--- src/rtl/core/rmef_pkg.sv ---
// ----------------------------------------------------------------------------
// rmef_pkg: shared types and constants of the RSSI median/average filter
// Sample type, fixed limits of the validity check, register indexes and the
// status bundle that the guard stage hands back to the top level.
// ----------------------------------------------------------------------------
package rmef_pkg;

  // signed dBm sample as it travels through the filter
  typedef logic signed [7:0] dbm_t;

  // validity check limits and idle output
  localparam dbm_t DBM_IDLE      = -8'sd100;
  localparam dbm_t RAW_POS_LIMIT = 8'sd20;
  localparam dbm_t RAW_INVALID_P = 8'sd127;
  localparam dbm_t RAW_INVALID_N = -8'sd128;

  // configuration port
  localparam int CFG_IDX_W  = 1;
  localparam int CFG_DATA_W = 7;
  localparam int THR_W      = 7;
  localparam int RUN_W      = 2;

  localparam logic [CFG_IDX_W-1:0] CFG_SPIKE_THRESHOLD  = 1'd0;
  localparam logic [CFG_IDX_W-1:0] CFG_SPIKE_ACCEPT_RUN = 1'd1;

  localparam logic [THR_W-1:0] THR_RESET = 7'd12;
  localparam logic [RUN_W-1:0] RUN_RESET = 2'd2;

  // spike guard status for one sample
  typedef struct packed {
    logic             held;
    logic [RUN_W-1:0] run;
  } guard_stat_t;

endpackage

--- src/rtl/core/rmef_median.sv ---
// ----------------------------------------------------------------------------
// rmef_median: rank-based median of the filled window entries
// Every entry gets its rank from pairwise compares (ties broken by slot),
// the middle ranks are picked and averaged with truncation toward zero.
// ----------------------------------------------------------------------------
module rmef_median #(
  parameter int W  = 5,
  parameter int CW = $clog2(W + 1)
) (
  input  rmef_pkg::dbm_t  win [W],
  input  logic [CW-1:0]   cnt,
  output rmef_pkg::dbm_t  med
);
  import rmef_pkg::*;

  logic [CW-1:0]     rank [W];
  logic [CW-1:0]     lo_idx;
  logic [CW-1:0]     hi_idx;
  dbm_t              lo_v;
  dbm_t              hi_v;
  logic signed [8:0] sum;
  logic signed [8:0] adj;

  // rank every filled entry against the others
  always_comb begin
    for (int i = 0; i < W; i++) begin
      rank[i] = '0;
      for (int j = 0; j < W; j++) begin
        rank[i] = rank[i] + CW'((CW'(j) < cnt) &&
                  ((win[j] < win[i]) || ((win[j] == win[i]) && (j < i))));
      end
    end
  end

  // pick the two middle ranks (equal for an odd count)
  assign lo_idx = (cnt - CW'(1)) >> 1;
  assign hi_idx = cnt >> 1;

  always_comb begin
    lo_v = '0;
    hi_v = '0;
    for (int i = 0; i < W; i++) begin
      if ((CW'(i) < cnt) && (rank[i] == lo_idx)) begin
        lo_v = lo_v | win[i];
      end
      if ((CW'(i) < cnt) && (rank[i] == hi_idx)) begin
        hi_v = hi_v | win[i];
      end
    end
  end

  // mean of the middle pair, truncated toward zero
  assign sum = {lo_v[7], lo_v} + {hi_v[7], hi_v};
  assign adj = sum + $signed({8'b0, sum[8]});
  assign med = adj[8:1];

endmodule

--- src/rtl/core/rmef_ema.sv ---
// ----------------------------------------------------------------------------
// rmef_ema: spike guard and exponential average update
// Compares the median with the running average, holds a spike until the
// accept run is reached and, once primed, folds in the chosen v as (7*avg+v)/8.
// ----------------------------------------------------------------------------
module rmef_ema (
  input  rmef_pkg::dbm_t                   med,
  input  rmef_pkg::dbm_t                   avg,
  input  logic                             primed,
  input  logic [rmef_pkg::THR_W-1:0]       thr,
  input  logic [rmef_pkg::RUN_W-1:0]       accept_run,
  input  logic [rmef_pkg::RUN_W-1:0]       run,
  output rmef_pkg::dbm_t                   avg_nxt,
  output rmef_pkg::guard_stat_t            stat
);
  import rmef_pkg::*;

  logic signed [8:0]  diff;
  logic [8:0]         mag;
  logic               spike;
  logic [RUN_W-1:0]   run_inc;
  dbm_t               used;
  logic signed [10:0] avg_x;
  logic signed [10:0] used_x;
  logic signed [10:0] acc;
  logic signed [10:0] acc_adj;

  // distance between median and average
  assign diff  = {med[7], med} - {avg[7], avg};
  assign mag   = diff[8] ? 9'(-diff) : 9'(diff);
  assign spike = primed && (mag >= {2'b0, thr});

  // hold a spike until the run reaches the accept count
  assign run_inc = run + RUN_W'(1);

  always_comb begin
    stat.held = 1'b0;
    stat.run  = '0;
    used      = med;
    if (spike && (run_inc < accept_run)) begin
      stat.held = 1'b1;
      stat.run  = run_inc;
      used      = avg;
    end
  end

  // weighted average, truncated toward zero
  assign avg_x   = {{3{avg[7]}}, avg};
  assign used_x  = {{3{used[7]}}, used};
  assign acc     = (avg_x <<< 3) - avg_x + used_x;
  assign acc_adj = acc + (acc[10] ? 11'sd7 : 11'sd0);
  assign avg_nxt = primed ? acc_adj[10:3] : med;

endmodule

--- src/rtl/core/rssi_median_ema_filter.sv ---
// ----------------------------------------------------------------------------
// rssi_median_ema_filter: median window plus exponential average for RSSI
// Validates raw samples, keeps a ring of the last samples, takes their
// median and tracks a spike-guarded running average.
// ----------------------------------------------------------------------------
// Each accepted input beat gives exactly one result beat. A beat is captured
// in an input register and then goes through the rank network and the
// average update into the result register, which updates the filter state
// in the same edge. One beat is accepted every cycle while the result side
// keeps up; the rate is bounded by the state loop (rank compares, median
// select, spike compare, average add). in_stall rises only while a finished
// result waits and the input register is also full.
// Configuration writes take effect at once and are meant for idle periods.
module rssi_median_ema_filter #(
  parameter int WINDOW_LEN = 5
) (
  input  logic                               clk,
  input  logic                               rst_n,
  // input channel
  input  logic                               in_valid,
  output logic                               in_stall,
  input  rmef_pkg::dbm_t                     in_raw_rssi,
  input  logic                               in_clear,
  // result channel
  output logic                               out_valid,
  input  logic                               out_stall,
  output rmef_pkg::dbm_t                     out_filtered_dbm,
  output logic                               out_sample_valid,
  output logic                               out_spike_held,
  // configuration
  input  logic                               cfg_we,
  input  logic [rmef_pkg::CFG_IDX_W-1:0]     cfg_index,
  input  logic [rmef_pkg::CFG_DATA_W-1:0]    cfg_data
);
  import rmef_pkg::*;

  localparam int SW = $clog2(WINDOW_LEN);
  localparam int CW = $clog2(WINDOW_LEN + 1);

  // configuration registers
  logic [THR_W-1:0]  thr_r;
  logic [RUN_W-1:0]  accept_r;

  // input register
  logic              s1_v_r;
  dbm_t              s1_raw_r;
  logic              s1_clear_r;

  // filter state
  dbm_t              sample_ring_r [WINDOW_LEN];
  logic [SW-1:0]     slot_r;
  logic [CW-1:0]     fill_r;
  dbm_t              avg_r;
  logic              primed_r;
  logic [RUN_W-1:0]  run_r;

  // result register
  logic              out_v_r;
  dbm_t              out_dbm_r;
  logic              out_sv_r;
  logic              out_held_r;

  logic              adv;
  logic              samp_ok;
  dbm_t              samp;
  dbm_t              win [WINDOW_LEN];
  logic [CW-1:0]     fill_nxt;
  logic [SW-1:0]     slot_nxt;
  dbm_t              med;
  dbm_t              avg_nxt;
  guard_stat_t       stat;

  // move the input beat on when the result register is free or draining
  assign adv      = s1_v_r && (!out_v_r || !out_stall);
  assign in_stall = s1_v_r && !adv;

  // configuration writes
  always_ff @(posedge clk) begin
    if (!rst_n) begin
      thr_r    <= THR_RESET;
      accept_r <= RUN_RESET;
    end else if (cfg_we) begin
      case (cfg_index)
        CFG_SPIKE_THRESHOLD:  thr_r    <= cfg_data[THR_W-1:0];
        CFG_SPIKE_ACCEPT_RUN: accept_r <= cfg_data[RUN_W-1:0];
        default: ;
      endcase
    end
  end

  // capture the input beat
  always_ff @(posedge clk) begin
    if (!rst_n) begin
      s1_v_r <= 1'b0;
    end else if (!in_stall) begin
      s1_v_r <= in_valid;
    end
  end

  always_ff @(posedge clk) begin
    if (in_valid && !in_stall) begin
      s1_raw_r   <= in_raw_rssi;
      s1_clear_r <= in_clear;
    end
  end

  // check the sample and fold it to a negative dBm value
  assign samp_ok = !((s1_raw_r == '0) || (s1_raw_r == RAW_INVALID_P) ||
                     (s1_raw_r == RAW_INVALID_N) || (s1_raw_r > RAW_POS_LIMIT));
  assign samp    = (s1_raw_r > 8'sd0) ? -s1_raw_r : s1_raw_r;

  // window as it stands after this sample is written
  always_comb begin
    for (int i = 0; i < WINDOW_LEN; i++) begin
      win[i] = (slot_r == SW'(i)) ? samp : sample_ring_r[i];
    end
  end

  assign fill_nxt = (fill_r == CW'(WINDOW_LEN)) ? fill_r : fill_r + CW'(1);
  assign slot_nxt = (slot_r == SW'(WINDOW_LEN - 1)) ? '0 : slot_r + SW'(1);

  rmef_median #(
    .W  (WINDOW_LEN),
    .CW (CW)
  ) u_median (
    .win (win),
    .cnt (fill_nxt),
    .med (med)
  );

  rmef_ema u_ema (
    .med        (med),
    .avg        (avg_r),
    .primed     (primed_r),
    .thr        (thr_r),
    .accept_run (accept_r),
    .run        (run_r),
    .avg_nxt    (avg_nxt),
    .stat       (stat)
  );

  // write the ring entry
  always_ff @(posedge clk) begin
    for (int i = 0; i < WINDOW_LEN; i++) begin
      if (adv && !s1_clear_r && samp_ok && (slot_r == SW'(i))) begin
        sample_ring_r[i] <= samp;
      end
    end
  end

  // update the filter state
  always_ff @(posedge clk) begin
    if (!rst_n) begin
      slot_r   <= '0;
      fill_r   <= '0;
      avg_r    <= DBM_IDLE;
      primed_r <= 1'b0;
      run_r    <= '0;
    end else if (adv) begin
      if (s1_clear_r) begin
        slot_r   <= '0;
        fill_r   <= '0;
        avg_r    <= DBM_IDLE;
        primed_r <= 1'b0;
        run_r    <= '0;
      end else if (samp_ok) begin
        slot_r   <= slot_nxt;
        fill_r   <= fill_nxt;
        avg_r    <= avg_nxt;
        primed_r <= 1'b1;
        run_r    <= stat.run;
      end
    end
  end

  // result register
  always_ff @(posedge clk) begin
    if (!rst_n) begin
      out_v_r <= 1'b0;
    end else if (adv) begin
      out_v_r <= 1'b1;
    end else if (!out_stall) begin
      out_v_r <= 1'b0;
    end
  end

  always_ff @(posedge clk) begin
    if (adv) begin
      if (s1_clear_r) begin
        out_dbm_r  <= DBM_IDLE;
        out_sv_r   <= 1'b0;
        out_held_r <= 1'b0;
      end else if (samp_ok) begin
        out_dbm_r  <= avg_nxt;
        out_sv_r   <= 1'b1;
        out_held_r <= stat.held;
      end else begin
        out_dbm_r  <= primed_r ? avg_r : DBM_IDLE;
        out_sv_r   <= 1'b0;
        out_held_r <= 1'b0;
      end
    end
  end

  assign out_valid        = out_v_r;
  assign out_filtered_dbm = out_dbm_r;
  assign out_sample_valid = out_sv_r;
  assign out_spike_held   = out_held_r;

`ifndef SYNTHESIS
  // fill count and write slot stay inside the window
  a_fill_range: assert property (@(posedge clk) disable iff (!rst_n)
    (fill_r <= CW'(WINDOW_LEN)) && (slot_r <= SW'(WINDOW_LEN - 1)))
    else $error("fill count or write slot out of range");

  // an unprimed average sits at the idle value
  a_idle_avg: assert property (@(posedge clk) disable iff (!rst_n)
    !primed_r |-> (avg_r == DBM_IDLE))
    else $error("average moved while unprimed");

  // a held spike only comes from a used sample
  a_held_valid: assert property (@(posedge clk) disable iff (!rst_n)
    (out_v_r && out_held_r) |-> out_sv_r)
    else $error("spike held on an unused sample");

  // a clear beat empties the filter
  a_clear: assert property (@(posedge clk) disable iff (!rst_n)
    (adv && s1_clear_r) |=> (!primed_r && (fill_r == '0) && (run_r == '0)))
    else $error("clear did not empty the filter");

  // the input register never drops a beat while the result is stalled
  a_no_drop: assert property (@(posedge clk) disable iff (!rst_n)
    (s1_v_r && !adv) |=> s1_v_r)
    else $error("input beat lost");
`endif

endmodule
--- config.mk ---
export PLATFORM = sky130hd
export DESIGN_NAME = rssi_median_ema_filter
export DESIGN_NICKNAME = d
export VERILOG_FILES = /design/src/rtl/core/rmef_pkg.sv /design/src/rtl/core/rmef_median.sv /design/src/rtl/core/rmef_ema.sv /design/src/rtl/core/rssi_median_ema_filter.sv
export SDC_FILE = /design/constraint.sdc
export NUM_CORES = 1
export LEC_CHECK = 0
export ABC_AREA = 1
export BUFFER_PORTS_ARGS = -buffer_cell sky130_fd_sc_hd__buf_2
export CORE_ASPECT_RATIO = 1.75
export CORE_MARGIN = 5
export CORE_UTILIZATION = 56
export CTS_CLUSTER_DIAMETER = 150
export DETAILED_ROUTE_END_ITERATION = 10
export HOLD_SLACK_MARGIN = 0.05
export PLACE_DENSITY_LB_ADDON = 0.05
export SLEW_MARGIN = 20
export SYNTH_ARGS = -nofsm -noshare
export SYNTH_HDL_FRONTEND = slang
export SYNTH_SLANG_ARGS = --single-unit
--- constraint.sdc ---
create_clock -name clk -period 33.6 [get_ports clk]
set_input_delay 3.36 -clock clk [delete_from_list [all_inputs] [get_ports clk]]
set_output_delay 3.36 -clock clk [all_outputs]
set_load 0.005 [all_outputs]
# ---- Yosys cells after proc, flatten, opt, wreduce, memory -nomap -nowiden
# Memory sizes are Yosys's and may differ from the RTL's.
# Cells that the tools add are included.
dict set report op_classes {
  shifts 0
  magnitude_cmp 34
  n_addsub 32
  reduce_logical 77
  div 0
  n_bitwise 9
  eq_ne 29
  multipliers 0
  mux 60
}
# operator n
set op_table {}
lappend op_table {{two-way mux 8 bit} 26}
lappend op_table {{less-than comparator 8 bit} 25}
lappend op_table {{== test 8 bit} 10}
lappend op_table {{OR 8 bit} 8}
lappend op_table {{logical AND 1 bit} 47}
lappend op_table {{adder 3 x 1 -> 3 bit} 15}
lappend op_table {{two-way mux 3 bit} 12}
lappend op_table {{OR reduction 8 bit} 4}
lappend op_table {{== test 3 x 2 -> 1 bit} 10}
lappend op_table {{two-way mux 1 bit} 19}
lappend op_table {{== test 8 bit (second input constant)} 2}
lappend op_table {{logical OR 1 bit} 14}
lappend op_table {{adder 11 bit} 1}
lappend op_table {{adder 11 x 8 -> 11 bit} 1}
lappend op_table {{subtractor 11 x 8 -> 11 bit} 1}
lappend op_table {{adder 1 x 1 -> 2 bit} 5}
lappend op_table {{adder 8 x 8 -> 9 bit} 1}
lappend op_table {{adder 9 x 2 -> 9 bit} 1}
lappend op_table {{greater-or-equal comparator 9 x 7 -> 1 bit} 1}
lappend op_table {{two-way mux 9 bit} 1}
lappend op_table {{negation 9 bit} 1}
lappend op_table {{subtractor 8 x 8 -> 9 bit} 1}
lappend op_table {{greater-than comparator 8 x 1 -> 1 bit (second input constant)} 1}
lappend op_table {{greater-than comparator 8 x 6 -> 1 bit (second input constant)} 1}
lappend op_table {{20 further kinds} 33}
dict set report totals {
  inputBits 22
  latch_bits 0
  n_memories 1
  ff_bits 47
  ram_bits 40
  out_inout_bits 12
  mem_bits_ro 0
}
# name depth word_bits read_ports rd_ports_with_merged_regs wr line
set memory_table {}
lappend memory_table {sample_ring_r 5 8 5 0 1 rssi_median_ema_filter.sv:50} ;# dbm_t sample_ring_r [WINDOW_LEN];

# ---- Logic depth before layout (Yosys ltp)
# Gate-level depths: netlist of run 1.
dict set report logic_depth {
  word_depth 35
  depth_mapped 95
  depth_no_buf 95
}

# ---- Modules after synthesis
# A second synthesis of run 1 with hierarchy kept.
dict set report unflattened {
  cells_unflattened 1334
  hier_area_um2 9591.7
}
# module seq_area_each_um2 cells_per_inst n_inst area_per_inst_um2
set by_module_without_submodules {}
lappend by_module_without_submodules {rssi_median_ema_filter 2332.2 403 1 3907.5}
lappend by_module_without_submodules {rmef_median 0.0 638 1 3895.0}
lappend by_module_without_submodules {rmef_ema 0.0 293 1 1789.2}

# ---- Least setup slack after synthesis of run 1
# Ideal clock, no wire load.
dict set report synth_path {
  kind {register to register}
  from {reg s1_raw_r[0]}
  to {reg out_dbm_r[2] (netlist: out_filtered_dbm[2]) (data pin)}
  setup_ns 0.255
  setup_slack_ns 21.471
  stages_incl_launch_ff 86
  arrival_ns 11.874
  period_less_slack_ns 12.129
  n_path_buf 1
  path_cell_list {edfxtp_1 > inv_1 > ha_1 > inv_2 > nor3_2 > nand4_2 > nand2_4 > inv_4 > nand2_1 > o21ai_0 > o21ai_0 > inv_1 > ha_1 > a21oi_1 > nand2_1 > a2111oi_0 > a21oi_1 > a31o_2 > [... 50 more ...] > inv_1 > ha_1 > inv_1 > nor3_1 > nand2_1 > o211ai_1 > nand2_1 > nand2_1 > a21oi_1 > xor2_1 > inv_1 > nand3_1 > nand2_2 > nand4_1 > nand3_1 > nand3_1 > o21ai_0 > inv_1}
}
dict set report synth_via {
  elab_chain_cells 34
  elab_cells_between_ends 157
  cone_classes {27 x add/sub; 28 x order compare; 22 x eq/ne; 21 x mux; 8 x bitwise; 51 x reduce/logical}
}
# item line
set synth_rtl {}
lappend synth_rtl {{start, declared} rssi_median_ema_filter.sv:46} ;# dbm_t s1_raw_r;
lappend synth_rtl {{start signal, assigned} rssi_median_ema_filter.sv:102} ;# s1_raw_r <= in_raw_rssi;
lappend synth_rtl {{negation 8 bit / greater-than comparator 8 x 1 -> 1 bit (equally long branches)} rssi_median_ema_filter.sv:110} ;# assign samp = (s1_raw_r > 8'sd0) ? -s1_raw_r : s1_raw_r;
lappend synth_rtl {{two-way mux 8 bit} rssi_median_ema_filter.sv:110}
lappend synth_rtl {{two-way mux 8 bit} rssi_median_ema_filter.sv:115} ;# win[i] = (slot_r == SW'(i)) ? samp : sample_ring_r[i];
lappend synth_rtl {{less-than comparator 8 bit} rmef_median.sv:30} ;# ((win[j] < win[i]) || ((win[j] == win[i]) && (j < i))));
lappend synth_rtl {{logical AND 1 bit} rmef_median.sv:29} ;# rank[i] = rank[i] + CW'((CW'(j) < cnt) &&
lappend synth_rtl {{adder 1 x 1 -> 2 bit} rmef_median.sv:29}
lappend synth_rtl {{adder 3 x 1 -> 3 bit (3 in series)} rmef_median.sv:29}
lappend synth_rtl {{== test 3 x 2 -> 1 bit (on tied branches)} {rmef_median.sv:43, rmef_median.sv:46}}
lappend synth_rtl {{[... 16 more ...]} -}
lappend synth_rtl {{logical AND 1 bit} rmef_ema.sv:31} ;# assign spike = primed && (mag >= {2'b0, thr});
lappend synth_rtl {{logical AND 1 bit} rmef_ema.sv:40} ;# if (spike && (run_inc < accept_run)) begin
lappend synth_rtl {{two-way mux 8 bit} rmef_ema.sv:40}
lappend synth_rtl {{adder 11 x 8 -> 11 bit} rmef_ema.sv:50} ;# assign acc = (avg_x <<< 3) - avg_x + used_x;
lappend synth_rtl {{two-way mux 3 bit} rmef_ema.sv:51} ;# assign acc_adj = acc + (acc[10] ? 11'sd7 : 11'sd0);
lappend synth_rtl {{adder 11 bit} rmef_ema.sv:51}
lappend synth_rtl {{two-way mux 8 bit} rmef_ema.sv:52} ;# assign avg_nxt = primed ? acc_adj[10:3] : med;
lappend synth_rtl {{two-way mux 8 bit (*)} rssi_median_ema_filter.sv:193} ;# end else if (samp_ok) begin
lappend synth_rtl {{end signal, assigned} rssi_median_ema_filter.sv:194} ;# out_dbm_r <= avg_nxt;
lappend synth_rtl {{end signal, assigned} rssi_median_ema_filter.sv:198} ;# out_dbm_r <= primed_r ? avg_r : DBM_IDLE;
lappend synth_rtl {{end, declared} rssi_median_ema_filter.sv:59} ;# dbm_t out_dbm_r;
# Every way passes the cells marked *; elsewhere a longest branch is shown, timed or not.
# A chain may end at the register's enable or synchronous reset.

# ---- Worst setup path in the final report of run 1
dict set report layout_path {
  from {reg s1_raw_r[0]}
  to {reg out_dbm_r[3] (netlist: out_filtered_dbm[3]) (data pin)}
}
dict set report layout_via {
  elab_chain_cells 34
  elab_cells_between_ends 157
  cone_classes {27 x add/sub; 28 x order compare; 22 x eq/ne; 21 x mux; 8 x bitwise; 51 x reduce/logical}
}
# item line
set layout_rtl {}
lappend layout_rtl {{negation 8 bit / greater-than comparator 8 x 1 -> 1 bit (equally long branches)} rssi_median_ema_filter.sv:110}
lappend layout_rtl {{two-way mux 8 bit (*)} rssi_median_ema_filter.sv:110}
lappend layout_rtl {{named net samp[4]} rssi_median_ema_filter.sv:65} ;# dbm_t samp;
lappend layout_rtl {{two-way mux 8 bit} rssi_median_ema_filter.sv:115}
lappend layout_rtl {{less-than comparator 8 bit} rmef_median.sv:30}
lappend layout_rtl {{logical AND 1 bit} rmef_median.sv:29}
lappend layout_rtl {{adder 1 x 1 -> 2 bit} rmef_median.sv:29}
lappend layout_rtl {{adder 3 x 1 -> 3 bit (3 in series)} rmef_median.sv:29}
lappend layout_rtl {{[... 17 more ...]} -}
lappend layout_rtl {{logical AND 1 bit} rmef_ema.sv:31}
lappend layout_rtl {{logical AND 1 bit} rmef_ema.sv:40}
lappend layout_rtl {{two-way mux 8 bit} rmef_ema.sv:40}
lappend layout_rtl {{adder 11 x 8 -> 11 bit} rmef_ema.sv:50}
lappend layout_rtl {{two-way mux 3 bit} rmef_ema.sv:51}
lappend layout_rtl {{adder 11 bit} rmef_ema.sv:51}
lappend layout_rtl {{two-way mux 8 bit (*)} rmef_ema.sv:52}
lappend layout_rtl {{two-way mux 8 bit (*)} rssi_median_ema_filter.sv:193}
# Mark *: on every way through the listed nets, which the timed path passes. The rest lies on a longest branch.

==> results of run 1 <==
==> routing by layer <==
layer | vias to the layer above | share of wire [%]
li1 | 4223 | -
met1 | 3920 | 34
met2 | 252 | 53
met3 | 106 | 3.6
met4 | 0 | 9.5
met5 | - | 0
==> synth_stat cells, types with 2 or more instances <==
cell and instances:
sky130_fd_sc_hd__clkinv_1 3, sky130_fd_sc_hd__o221ai_1 20, sky130_fd_sc_hd__nand2_1 248, sky130_fd_sc_hd__nand2_4 2, sky130_fd_sc_hd__o21ai_0 69, sky130_fd_sc_hd__fa_1 17
sky130_fd_sc_hd__a2111oi_0 2, sky130_fd_sc_hd__a31o_2 2, sky130_fd_sc_hd__ha_1 131, sky130_fd_sc_hd__edfxtp_1 59, sky130_fd_sc_hd__and2_1 2, sky130_fd_sc_hd__o31ai_1 2
sky130_fd_sc_hd__a21oi_1 81, sky130_fd_sc_hd__inv_1 232, sky130_fd_sc_hd__o21ai_2 12, sky130_fd_sc_hd__nand3_1 69, sky130_fd_sc_hd__nand4_1 22, sky130_fd_sc_hd__o21ai_1 8
sky130_fd_sc_hd__o22ai_1 13, sky130_fd_sc_hd__a211oi_1 5, sky130_fd_sc_hd__nand2_2 3, sky130_fd_sc_hd__inv_2 5, sky130_fd_sc_hd__or2_1 2, sky130_fd_sc_hd__dfxtp_1 28
sky130_fd_sc_hd__o21a_1 4, sky130_fd_sc_hd__nor2_1 76, sky130_fd_sc_hd__nand3b_1 5, sky130_fd_sc_hd__o21bai_1 5, sky130_fd_sc_hd__xor2_1 30, sky130_fd_sc_hd__o211ai_1 6
sky130_fd_sc_hd__nor4_1 3, sky130_fd_sc_hd__or2_2 9, sky130_fd_sc_hd__a21o_1 5, sky130_fd_sc_hd__nor3_1 14, sky130_fd_sc_hd__xnor2_1 13, sky130_fd_sc_hd__clkbuf_1 10
==> stage by stage <==
stage / cell area (um2) / cells / hold slack, ns
finish: 9900 / 1474 / 0.469
global route: 9900 / 1474 / 0.507
detailed placement: 9580 / 1458 / 0.464
floorplan: 9130 / 1235 / 0.435
global placement: 9580 / 1458 / 0.456
CTS: 9890 / 1474 / 0.475
==> worst max-delay path, delay by kind of cell, from the launching register on <==
kind,cells,cell delay [ns]
compound gates,13,3.10
fa+ha+maj,12,3.68
buf+inv,17,1.32
simple gates,43,5.05
xor+xnor,4,0.82
flops,1,0.49
==> final timing paths <==
kind | startpoint | to | slack (ns) | depth (start not counted)
setup / recovery | s1_raw_r[0]$_DFFE_PP_ | out_filtered_dbm[3]$_SDFFCE_PP1P_ | 18.88 | 89
hold / removal | thr_r[5]$_SDFFE_PN0P_ | thr_r[5]$_SDFFE_PN0P_ | 0.47 | 2
setup reg to reg | s1_raw_r[0]$_DFFE_PP_ | out_filtered_dbm[3]$_SDFFCE_PP1P_ | 18.88 | 89
hold reg to reg | thr_r[5]$_SDFFE_PN0P_ | thr_r[5]$_SDFFE_PN0P_ | 0.47 | 2
==> state kept, by name, indices dropped and copies added (netlist names) <==
| register | count |
|---|---|
| sample_ring_r | 40 |
| avg_r | 8 |
| out_filtered_dbm | 8 |
| s1_raw_r | 8 |
| thr_r | 7 |
| fill_r | 3 |
| slot_r | 3 |
| accept_r | 2 |
| run_r | 2 |
| out_sample_valid | 1 |
| out_spike_held | 1 |
| out_valid | 1 |
| primed_r | 1 |
| s1_clear_r | 1 |
| s1_v_r | 1 |
==> cell families after synthesis <==
| family | Yosys count |
|---|---|
| DFF | 87 |
| adders and majority gates | 148 |
| AOI/OAI and AO/OA | 243 |
| and+or+nand+nor | 461 |
| buffers and inverters | 253 |
| xor gates and xnor gates | 43 |
==> report_power, final <==
| group | internal (mW) | switching, mW |
|---|---|---|
| Clock | 0.0534 | 0.0484 |
| Combinational | 0.172 | 0.314 |
| Sequential | 0.120 | 0.00351 |
==> final cells by class <==
| cell class | count | area (um2) |
|---|---|---|
| inverter | 242 | 916 |
| clock buffer | 9 | 225 |
| tap | 189 | 236 |
| sequential | 87 | 2330 |
| clock inverter | 7 | 86.3 |
| fill | 1588 | 6060 |
| multi-input combinational | 895 | 5840 |
| timing repair buffer | 45 | 255 |
==> impl_metrics.tcl, run 1 <==
set metrics [dict create \
    cp_data_required_time_ns 33.70 \
    clk_pin_slew_ns 0.07 \
    outcome "complete, no violations" \
    netlist.area_leader.share_pct 19.4 \
    most_common_cell_after_layout_fill_and_taps_aside "sky130_fd_sc_hd__nand2_1" \
    core_area_um2 16000 \
    setup_ws_pre_cts_ns 19.00 \
    timing.critical_path.from_type "flip-flop" \
    power.density_nw_per_um2 71.9 \
    synth.yosys.seq_area_share_pct 25.6 \
    dp_hpwl_mm 23.4 \
    max-slew-margin-rel_pct 26.5 \
    final_core_utilization_pct 62.0 \
    cts_repair_resize_count 0 \
    grt_use_total_pct 30.9 \
    dominantRegCellSynth "sky130_fd_sc_hd__edfxtp_1" \
    grt.busiest_layer "met2" \
    cpPeakStageDelay_ns 0.85 \
    drc 0 \
    insertion_delay_ns 0.35 \
    die_w_um 107 \
    ioPinCount 34 \
    area_overhead_vs_synth_pct 8.43 \
    cts_inserted_buffers 9 \
    row_count 61 \
    insertedDiodeCount 0 \
    power.static_leakage_nw 4.94 \
    detail-route-antenna-nets 0 \
    synthMuxAreaShare_pct 0 \
    met2_resource_use_gr_pct 59.2 \
    netlist-cell-type-count 54 \
    crit_fanout 14 \
    grt.met3_usage_pct 2.85 \
    grt_pass1_wl_mm 44.8 \
    post_synth_xor_area_fraction_pct 4.13 \
    syn_inst 1235 \
    ctsHtreeMaxLevel 3 \
    grt_util_met1_pct 29.6 \
    hold_viol_final 0 \
    initial_utilization_pct 57.2 \
    worst_path_most_repeated_cell "sky130_fd_sc_hd__nand2_1" \
    synth-compound-area-share_pct 16.2 \
    synthesis.area_per_instance_um2 7.39 \
    overall_power_consumption_uw 711 \
    fin_tns_setup_ns 0 \
    fp.dieArea_um2 19100 \
    dr_total_vias 8501 \
    timing.final.crit_share_pct 43.8 \
    cts.path.max_buffers 2 \
    worst_path_arrival_ns 14.82 \
    critical-path-slowest-cell "sky130_fd_sc_hd__o21ai_0" \
    grt_antenna_before_repair 0 \
    drt-wirelength-per-cell_um 19.5 \
    final_cell_mix "sky130_fd_sc_hd__nand2_1, sky130_fd_sc_hd__inv_1, sky130_fd_sc_hd__ha_1" \
    cts_hold_buf 0 \
    synthesis.area_um2 9130 \
    cp-end-kind "flip-flop" \
    criticalPathCategory "flip-flop to flip-flop" \
    worstMarginPinSlew_ns 1.09 \
    post_cts_buffers 0 \
    synth_simple_gate_area_share_pct 22.0 \
    drt_wl_total_mm 28.7 \
    rsz0062_at_grt "false" \
    irDropWorstVdd_mv 0.103 \
    layout_setup_ws_ns 18.88 \
    vias_per_cell 5.77 \
    global_route.overflow_total 0 \
    firstDrtPassIters 6 \
    synth_adder_area_share_pct 21.7 \
    clk_root_buffer_cell "sky130_fd_sc_hd__clkbuf_16" \
    post_synthesis_register_bit_count 87 \
    maxClockFrequency_mhz 67.9 \
    setup-violations-final 0 \
    die_h_um 179 \
    tritoncts "done" \
    synth_warnings 0 \
    total_nets_after_synthesis 1405 \
    first_global_vias 8594 \
    worstHoldPathType "flip-flop to flip-flop" \
    synth_area_leader_cell "sky130_fd_sc_hd__edfxtp_1" \
    postSynth.asyncResetShare_pct 0 \
    ys_top_cells_by_area "sky130_fd_sc_hd__edfxtp_1, sky130_fd_sc_hd__ha_1, sky130_fd_sc_hd__nand2_1" \
    period_minus_ws_final_ns 14.72 \
    synth_top_family_by_area "simple AND/OR/NAND/NOR gates" \
    synth_enable_flop_cells 59 \
    io_buffers 33 \
    max_cap_violations 0 \
    globalplace.congestion 0.982 \
    drtIter0Drc 519 \
    final_net_count 1450 \
    grt_start_max_net_pins 20 \
    timing.final.max_slew_violations 0 \
    clock_sinks 87 \
    drive_gt1_share_pct 8.25 \
    fin_clk_skew_ns 0.0123 \
]
(Power assumes the default switching activity.)
==> run 2: changes to the inputs <==
- clock period: 33.6 -> 15 ns (I/O delays scaled with it)
==> run 2 against run 1 <==
  * Hold slack got worse by 0.00073 ns
  * Via count rose by 1.1%
  * Highest routed layer unchanged
  * Routed wire length rose by 0.60%
  * Utilization rose by 0.67 points
  * Sequential power rose by 120%
  * Power rose by 130%
  * Die area did not move
  * Setup slack got worse by 18 ns
  * Global-route usage rose by 0.35 points
  * Critical endpoint is now out_filtered_dbm[2]$_SDFFCE_PP1P_
==> impl_metrics.tcl, run 2 (same netlist as run 1, synthesis figures left out) <==
set metrics [dict create \
    outcome "complete, no violations" \
    rrSetupSlack_ns 1.14 \
    grt_antenna_before_repair 0 \
    cts_hold_buf 0 \
    timing.reg2reg.worst_path_depth 77 \
    vias_per_cell 5.80 \
    maxClockFrequency_mhz 72.1 \
    power_frac_comb_pct 67.8 \
    area_overhead_vs_synth_pct 9.60 \
    die_h_um 179 \
    hold-path-cell-count 2 \
    core_area_um2 16000 \
    share_clk_of_total_power_pct 15.1 \
    cpPeakStageDelay_ns 0.87 \
    cts_inserted_buffers 9 \
    path_buf_inv 12 \
    hold-path-endpoint "thr_r[1]$_SDFFE_PN0P_" \
    fin_clk_skew_ns 0.0106 \
    clock_sinks 87 \
    crit_fanout 14 \
    final_cell_mix "sky130_fd_sc_hd__nand2_1, sky130_fd_sc_hd__inv_1, sky130_fd_sc_hd__ha_1" \
    ctsHtreeMaxLevel 3 \
    tritoncts "done" \
    io_buffers 33 \
    insertion_delay_ns 0.35 \
    part_of_the_power_in_registers_pct 17.2 \
    ioPinCount 34 \
    insertedDiodeCount 0 \
    timing.final.crit_share_pct 92.4 \
    drt-wirelength-per-cell_um 19.5 \
    drt_wl_total_mm 28.9 \
    clk_root_buffer_cell "sky130_fd_sc_hd__clkbuf_16" \
    fill_cells 1514 \
    final_net_count 1458 \
    dp_hpwl_mm 23.5 \
    hold_viol_final 0 \
    max_cap_violations 0 \
    max-slew-margin-rel_pct 29.6 \
    power.static_leakage_nw 5.00 \
    power_report.internal_total_uw 789 \
    worst_r2r_startpoint "slot_r[1]$_SDFFE_PN0P_" \
    timing.final.max_slew_violations 0 \
    period_minus_ws_final_ns 13.86 \
    regMostFlops "sample_ring_r" \
    setup-violations-final 0 \
    global_route.overflow_total 0 \
    die_w_um 107 \
    timing.critical_path.from_type "flip-flop" \
    r2r-end "out_filtered_dbm[2]$_SDFFCE_PP1P_" \
    cp-end-kind "flip-flop" \
    dr_total_vias 8592 \
    globalplace.congestion 1.04 \
    critPathTopFamily "simple AND/OR/NAND/NOR gates" \
    irDropWorstVdd_mv 0.203 \
    grt_use_total_pct 31.3 \
    clk_pin_slew_ns 0.07 \
    worstHoldPathType "flip-flop to flip-flop" \
    drive_gt1_share_pct 9.28 \
    firstDrtPassIters 5 \
    final-instance-count-excl-fill 1482 \
    power.switching_fraction_pct 51.0 \
    fp.dieArea_um2 19100 \
    overall_power_consumption_mw 1.61 \
    most_common_cell_after_layout_fill_and_taps_aside "sky130_fd_sc_hd__nand2_1" \
    cts.path.max_buffers 2 \
    drtIter0Drc 513 \
    worstMarginPinSlew_ns 1.05 \
    grt_start_max_net_pins 19 \
    switching_power_total_uw 820 \
    worst_path_arrival_ns 13.96 \
    criticalPathCategory "flip-flop to flip-flop" \
    cp_data_required_time_ns 15.10 \
    detail-route-antenna-nets 0 \
    dp_cells 1463 \
    critical-path-slowest-cell "sky130_fd_sc_hd__o21ai_1" \
    largest_reg_flops 40 \
    worst_hold_startpoint "thr_r[1]$_SDFFE_PN0P_" \
    power.density_nw_per_um2 161 \
    row_count 61 \
    first_global_vias 8844 \
    drc 0 \
    grt_pass1_wl_mm 45.4 \
    initial_utilization_pct 57.2 \
    worst_path_most_repeated_cell "sky130_fd_sc_hd__nand2_1" \
]
-- run 2: cell count changes in the layout (fill, tap and decap cells not counted), moves of 2 or more --
cell / change
sky130_fd_sc_hd__o21ai_0: -10
sky130_fd_sc_hd__buf_4: +8
sky130_fd_sc_hd__o21ai_1: +8
sky130_fd_sc_hd__a2111oi_0: -2
sky130_fd_sc_hd__a2111oi_1: +2
sky130_fd_sc_hd__a21oi_1: -2
sky130_fd_sc_hd__a21oi_2: +2
sky130_fd_sc_hd__inv_1: -2
sky130_fd_sc_hd__inv_2: +2
-- run 2: power by group through the flow --
stage                     Clock, mW  Sequential (mW)  Combinational [mW]
after global routing          0.255            0.278                1.25
after global placement            0            0.282                1.07
after CTS                     0.244            0.276                1.08
final                         0.243            0.276                1.09
after floorplan                   0            0.279               0.828
after detailed placement          0            0.282                1.07
-- run 2: worst max path at each step --
stage / startpoint / end / cells past startpoint
4_1_cts: s1_raw_r[0]$_DFFE_PP_ / out_filtered_dbm[2]$_SDFFCE_PP1P_ / 87
5_1_grt: s1_raw_r[0]$_DFFE_PP_ / out_filtered_dbm[3]$_SDFFCE_PP1P_ / 90
2_1_floorplan: s1_raw_r[0]$_DFFE_PP_ / out_filtered_dbm[2]$_SDFFCE_PP1P_ / 85
3_3_place_gp: s1_raw_r[0]$_DFFE_PP_ / out_filtered_dbm[2]$_SDFFCE_PP1P_ / 86
3_5_place_dp: s1_raw_r[0]$_DFFE_PP_ / out_filtered_dbm[2]$_SDFFCE_PP1P_ / 87
6_report: slot_r[1]$_SDFFE_PN0P_ / out_filtered_dbm[2]$_SDFFCE_PP1P_ / 77
-- run 2: metrics by stage --
step / area (um2) / util [%] / worst slack, ns / hold WS, ns / TNS [ns]
floorplan: 9130 / - / 2.87 / 0.435 / 0
global placement: 9610 / 60.3 / 0.602 / 0.454 / 0
detailed placement: 9610 / 60.3 / 0.323 / 0.457 / 0
CTS: 9940 / 62.3 / 0.274 / 0.467 / 0
global route: 10000 / 62.7 / -0.0122 / 0.509 / -0.0232
finish: 10000 / 62.7 / 1.14 / 0.468 / 0
-- run 2: routing by layer --
layer	GRT usage [%]	vias to the layer above	routed length, um	share of wire (%)
met4	22.6	0	2360	8.2
met5	0	-	0	0
met2	60.9	239	15500	54
met3	3.46	117	1050	3.6
met1	29.6	3998	9990	35
li1	-	4238	-	-
-- run 2: cell type report --
type                    instances  area [um2]  share of cell area (%)
multi-input cells             895        5880                    58.8
repair buffers                 53         315                    3.15
clock buffers                   9         225                    2.25
well taps                     189         236                    2.36
flip-flops and latches         87        2330                    23.3
clock inverters                 7         100                    1.00
inverters                     242         916                    9.16
-- run 2: worst reg2reg max path, delay by kind of cell (launching register included) --
kind	cells	cell delay [ns]
AND/OR/NAND/NOR	33	4.09
adder cells (fa/ha/maj)	11	3.71
AO/OA/AOI/OAI	17	3.18
buffers and inverters	12	1.21
XOR/XNOR	4	1.01
flip-flops	1	0.38
-- run 2: timing repair --
action,4_1_cts,5_1_grt
setup endpoints to repair,0,16
gates resized for setup,0,20
buffers inserted,0,3
